### src/hdl/xtea_pkg.sv
package xtea_pkg;

  localparam int unsigned WORD_W          = 32;
  localparam int unsigned BLOCK_W         = 2 * WORD_W;
  localparam logic [WORD_W-1:0] XTEA_DELTA = 32'h9e37_79b9;
  localparam int unsigned HALF_ROUNDS_DEF = 64;
  localparam int unsigned KEY_WORDS       = 4;
  localparam int unsigned KSEL_W          = 2;
  localparam int unsigned HI_KSEL_LSB     = 11;
  localparam int unsigned CFG_IDX_W       = 2;

  typedef enum logic [CFG_IDX_W-1:0] {
    CFG_KEY0 = 2'd0,
    CFG_KEY1 = 2'd1,
    CFG_KEY2 = 2'd2,
    CFG_KEY3 = 2'd3
  } cfg_reg_t;

  typedef logic [KEY_WORDS-1:0][WORD_W-1:0] xtea_key_t;

  typedef struct packed {
    logic              decipher;
    logic [WORD_W-1:0] v1;
    logic [WORD_W-1:0] v0;
  } xtea_blk_t;

  // xtea feistel mixing of one word
  function automatic logic [WORD_W-1:0] xtea_mix(input logic [WORD_W-1:0] v);
    return ((v << 4) ^ (v >> 5)) + v;
  endfunction

endpackage

### src/hdl/xtea_hround.sv
module xtea_hround #(
  parameter int unsigned HALF_ROUNDS = xtea_pkg::HALF_ROUNDS_DEF,
  parameter int unsigned STAGE       = 0
) (
  input  logic                clk,
  input  logic                rst_n,
  input  logic                up_valid,
  output logic                up_ready,
  input  xtea_pkg::xtea_blk_t up_blk,
  input  xtea_pkg::xtea_key_t key,
  output logic                dn_valid,
  input  logic                dn_ready,
  output xtea_pkg::xtea_blk_t dn_blk
);
  import xtea_pkg::*;

  // running sum seen by this half-round, fixed per stage and direction
  localparam int unsigned ROUND_IDX = (STAGE + 1) / 2;
  localparam logic [63:0] ENC_PROD  = 64'(XTEA_DELTA) * 64'(ROUND_IDX);
  localparam logic [63:0] DEC_PROD  = 64'(XTEA_DELTA) * 64'((HALF_ROUNDS / 2) - ROUND_IDX);
  localparam logic [WORD_W-1:0] ENC_SUM = ENC_PROD[WORD_W-1:0];
  localparam logic [WORD_W-1:0] DEC_SUM = DEC_PROD[WORD_W-1:0];
  localparam bit EVEN = (STAGE % 2) == 0;
  localparam logic [KSEL_W-1:0] ENC_KSEL =
    EVEN ? ENC_SUM[KSEL_W-1:0] : ENC_SUM[HI_KSEL_LSB +: KSEL_W];
  localparam logic [KSEL_W-1:0] DEC_KSEL =
    EVEN ? DEC_SUM[HI_KSEL_LSB +: KSEL_W] : DEC_SUM[KSEL_W-1:0];

  logic              valid_r;
  xtea_blk_t         blk_r;
  xtea_blk_t         blk_nxt;
  logic              upd_v0;
  logic [WORD_W-1:0] enc_add;
  logic [WORD_W-1:0] dec_add;
  logic [WORD_W-1:0] mix_val;
  logic [WORD_W-1:0] tgt;
  logic [WORD_W-1:0] fval;
  logic [WORD_W-1:0] res;

  // enciphering touches v0 on even half-rounds, deciphering on odd ones
  assign upd_v0  = EVEN ^ up_blk.decipher;
  assign enc_add = ENC_SUM + key[ENC_KSEL];
  assign dec_add = DEC_SUM + key[DEC_KSEL];
  assign mix_val = xtea_mix(upd_v0 ? up_blk.v1 : up_blk.v0);
  assign tgt     = upd_v0 ? up_blk.v0 : up_blk.v1;
  assign fval    = mix_val ^ (up_blk.decipher ? dec_add : enc_add);
  assign res     = up_blk.decipher ? (tgt - fval) : (tgt + fval);

  always_comb begin
    blk_nxt = up_blk;
    if (upd_v0) begin
      blk_nxt.v0 = res;
    end else begin
      blk_nxt.v1 = res;
    end
  end

  // a stage takes new data when empty or when its contents move on
  assign up_ready = !valid_r || dn_ready;

  always_ff @(posedge clk) begin
    if (!rst_n) begin
      valid_r <= 1'b0;
    end else if (up_ready) begin
      valid_r <= up_valid;
    end
  end

  always_ff @(posedge clk) begin
    if (up_ready && up_valid) begin
      blk_r <= blk_nxt;
    end
  end

  assign dn_valid = valid_r;
  assign dn_blk   = blk_r;

endmodule

### config.mk
export PLATFORM = sky130hd
export DESIGN_NAME = xtea_hround
export DESIGN_NICKNAME = d
export VERILOG_FILES = /design/src/hdl/xtea_pkg.sv /design/src/hdl/xtea_hround.sv
export SDC_FILE = /design/constraint.sdc
export NUM_CORES = 1
export LEC_CHECK = 0
export ABC_AREA = 1
export CORE_UTILIZATION = 30
export DETAILED_ROUTE_END_ITERATION = 8
export DONT_BUFFER_PORTS = 1
export PLACE_DENSITY = 0.49
export SYNTH_ARGS = -nofsm -noshare
export SYNTH_HDL_FRONTEND = slang
export SYNTH_SLANG_ARGS = --single-unit
### constraint.sdc
create_clock -name clk -period 8.69 [get_ports clk]
set_clock_uncertainty 0.15 [all_clocks]
set_input_delay 0.4345 -clock clk [delete_from_list [all_inputs] [get_ports clk]]
set_output_delay 0.4345 -clock clk [all_outputs]
set_load 0.01 [all_outputs]
# After elaboration in Yosys (flattened, before gate mapping)
# Index checks and enable logic that the tools add are counted.
# totals
in_bits	197
regBits	66
# op_classes
n_reduce_logical	3
add_sub_neg	4
muxes	6
bitwise	2
# op_table
op	count
2-to-1 mux 32 bit	6
adder 32 bit	2
adder 32 bit, first input constant	1
subtractor 32 bit	1
XOR 32 x 27 -> 32 bit	1
XOR 32 bit	1
logical AND 1 bit	1
zero test 1 bit	1
logical OR 1 bit	1

# Longest topological paths before layout
# logic_depth
ltp_word	7
ltp_mapped	44
mapped_depth_nobuf	38

# Worst setup path before layout
# Ideal clock, no wire load.
# synth_timing
path_type	input-to-reg
start	input up_blk[64] in the netlist's numbering
end	register blk_r, in the netlist dn_blk[25] (data pin)
arrival_time_ps	5818
setup_slack_ps	2469
cell_stages	36
cell_sequence	buf_6 > buf_6 > buf_2 > buf_2 > buf_1 > clkbuf_1 > clkbuf_1 > nand2_1 > nand2_1 > ha_1 > fa_1 > inv_1 > xor2_4 > ha_1 > inv_1 > nor2_1 > nand2_1 > nand2_1 > xor2_1 > inv_1 > ha_1 > inv_1 > o21ai_0 > a21oi_1 > o21ai_1 > a21boi_0 > o21ai_1 > a21boi_0 > inv_1 > nand2_1 > nand2_1 > a21boi_0 > o21ai_0 > xor2_1 > nand2_1 > nand2_1
# synth_lines
item	line_no	rtl
start: declaration	xtea_hround.sv:9	input xtea_pkg::xtea_blk_t up_blk,
end signal: assignment	xtea_hround.sv:71	blk_r <= blk_nxt;
end: declaration	xtea_hround.sv:30	xtea_blk_t blk_r;

==> qor.yml <==
drt:
  vias: 9733
  ant_nets: 0
  wl_per_cell_um: 15.35
  drc_errors: 0
  drtPass1Iterations: 5
  drt_iter0_markers: 492
  via_per_inst: 4.896
  drt_wl_total_um: 30520
power_and_ir_drop:
  power_density_nw_per_um2: 215.9
  total_power_w: 0.002223
  p_leak_nw: 5.244
  ir_drop_uv: 92.75
yosys:
  avgSynthCellArea_um2: 6.001
  synth_top_cell_area_share: 0.2347
  synth_edf_count: 65
  synth_top_area_cell: "nand2_1"
  ys_ff_latch: 66
  ys_top_cells_by_area: "nand2_1 (23%), edfxtp_1 (20%), ha_1 (8.5%)"
  yosysSeqAreaShare: 0.2059
  synthArstFlopShare: 0
  postSynthCellCount: 1596
  synth_ff_type: "edfxtp_1"
  ys_warn_count: 0
  netlist_area_um2: 9578
  synthesis.nets: 1860
  ys_types: 48
worst_setup_path:
  worstPathRequired_ns: 8.63
  worst-endpoint-arrival_ns: 5.93
  endpoint_kind: "flip-flop"
  cpPeakStageDelay_ns: 0.47
  worstSetupPathType: "input pin to flip-flop"
  reg2regPathDepth: 2
  cp_common_cell: "nand2_1"
  start_kind: "input pin"
  worstPathMaxFanout: 167
  slowest_stage: "inv_4"
status:
  status: "completed"
run:
  cap_violations: 0
floorplan:
  start_util: 0.3043
  fp.dieW_um: 180.7
  ios: 264
  core_area_um2: 31470
  num_rows: 65
  die_y_um: 180.7
  design.die.area_um2: 32650
global_routing:
  grt_max_degree: 168
  grt_pass1_wl_um: 47980
  antenna_found_initial: 5
  gr-total-overflow: 0
  grt_pass1_vias: 9158
  grt_use_total: 0.1868
finish:
  multi_input_comb_area_um2: 6734
  nNetsFinal: 1842
  finalInstanceArea_um2: 10300
  drive_above_1_share: 0.03601
  register_area_um2: 1972
  fillers: 3493
  area_delta_synth_final_pct: 7.538
cts:
  postCtsSetupRepairBufs: 0
  ctsHoldBuffers: 0
  clk_pin_slew_ns: 0.06
  cts_buffer_depth: 2
  clock-sinks: 66
  cts_max_level: 3
  cts_resized: 0
  root_buffer: "clkbuf_16"
  insertion_delay_ns: 0.33
  cts_tree: "yes"
  cts_buffers: 9
min_path:
  hold_depth: 0
  worstHoldPathType: "input pin to flip-flop"
sta:
  setup_violations: 0
  rsz0062_at_grt: "no"
  fin_crit_ns: 5.993
  max_freq_ghz: 0.1669
  slew_violations: 0
  max_slew.worst_pin.slew_ns: 0.8332
  finalCritPeriodShare: 0.6897
  relSlewSlack: 0.4386
  hold_viol_final: 0
  fin_tns_setup_ns: 0
  finalWorstSetupSlack_ns: 2.697
  holdWs_ns: 0.04667
placed_design:
  port_buffers: 0
  dpl-instance-area_um2: 9982
  globalplace.congestion: 0.8678
  hpwl_um: 25840
  dp_worst_setup_slack_ns: 2.345
[final timing paths]
kind	endpoint	start	slack, ns
worst max-delay path	dn_blk[57]	up_blk[64]	2.70
worst min register to register	dn_valid	dn_valid	0.53
worst min-delay path	dn_blk[64]	up_blk[64]	0.05
worst max register to register	dn_blk[39]	dn_valid	6.94
[Yosys cell counts, types with 2 or more instances]
library cell / number
nand2_1: 599
inv_1: 195
nand3_1: 137
nor2_1: 112
o21ai_0: 103
a21oi_1: 71
edfxtp_1: 65
ha_1: 65
xor2_1: 59
xnor2_1: 24
clkbuf_1: 20
nand4_1: 20
or2_2: 14
a31oi_1: 10
nand3b_1: 10
nor3_1: 9
o21ai_1: 9
nor2_2: 6
a21boi_0: 5
buf_1: 5
nand2_2: 5
nand3_2: 5
o21a_1: 5
a21o_1: 4
buf_2: 4
o211ai_1: 4
o21bai_1: 4
buf_6: 3
nor4_1: 3
fa_1: 2
nor2_4: 2
[cell families after synthesis]
kind of cell,share of synthesized area
flops,0.2059
buf+inv,0.09223
simple gates,0.4073
fa+ha+maj,0.08909
compound gates,0.1257
xor+xnor,0.07877
mux,0.001045
[worst max-delay path: cells and delay by family]
family	cells	cell delay [ns]
xor gates and xnor gates	3	0.51
and+or+nand+nor	9	0.96
adders and majority gates	4	1.18
AOI/OAI and AO/OA	8	1.86
buffers and inverters	6	0.92
[report_power, final]
part / internal, W / switching (W) / leakage, nW / total [W]
combinational: 0.000461 / 0.000852 / 4.45 / 0.00131
sequential: 0.000465 / 0.0000595 / 0.644 / 0.000524
clock: 0.000249 / 0.000137 / 0.150 / 0.000386
total: 0.00118 / 0.00105 / 5.24 / 0.00222
[stage by stage]
stage / std cells / util
after floorplan: 1596 / -
after global placement: 1969 / 0.3172
after detailed placement: 1969 / 0.3172
after CTS: 1985 / 0.3270
after global routing: 1987 / 0.3272
final: 1988 / 0.3273
[metal layers]
metal	routed length (µm)	GRT usage	vias up
met5	20	0	-
met4	311	0.04068	4
met3	2125	0.03941	22
met2	12910	0.2917	247
met1	15160	0.2617	4291
li1	-	-	5169
[layout make-up]
cell class,instances,share of cell area
Tap cell,402,0.04883
Clock inverter,6,0.007896
Sequential cell,66,0.1914
Multi-Input combinational cell,1302,0.6538
Clock buffer,10,0.02223
Inverter,196,0.07167
Antenna cell,3,0.0007289
Timing Repair Buffer,3,0.003401
[cells in the final DEF (no fill, tap or decap), types with 2 or more instances in the layout]
| master | count |
|---|---|
| a21oi_1 | 70 |
| bufinv_16 | 2 |
| xor2_1 | 59 |
| nor3_1 | 9 |
| ha_1 | 65 |
| a31oi_1 | 10 |
| xnor2_1 | 24 |
| nand2_2 | 5 |
| a21o_1 | 4 |
| nor4_1 | 3 |
| nand4_1 | 20 |
| nand2_1 | 599 |
| nand3_2 | 5 |
| o21bai_1 | 4 |
| inv_1 | 195 |
| nor2_1 | 112 |
| nor2_2 | 6 |
| clkbuf_16 | 9 |
| edfxtp_1 | 65 |
| clkinv_2 | 2 |
| diode_2 | 3 |
| nand3b_1 | 10 |
| o21ai_1 | 9 |
| fa_1 | 2 |
| o21ai_0 | 103 |
| a21boi_0 | 5 |
| or2_2 | 14 |
| nand3_1 | 137 |
| o211ai_1 | 4 |
| nor2_4 | 2 |
| buf_4 | 2 |
| o21a_1 | 5 |
[flip-flops by register name (all words and copies together), names as in the netlist]
name      cells
dn_blk       65
dn_valid      1
No activity file was read; power rests on OpenSTA's default activity.
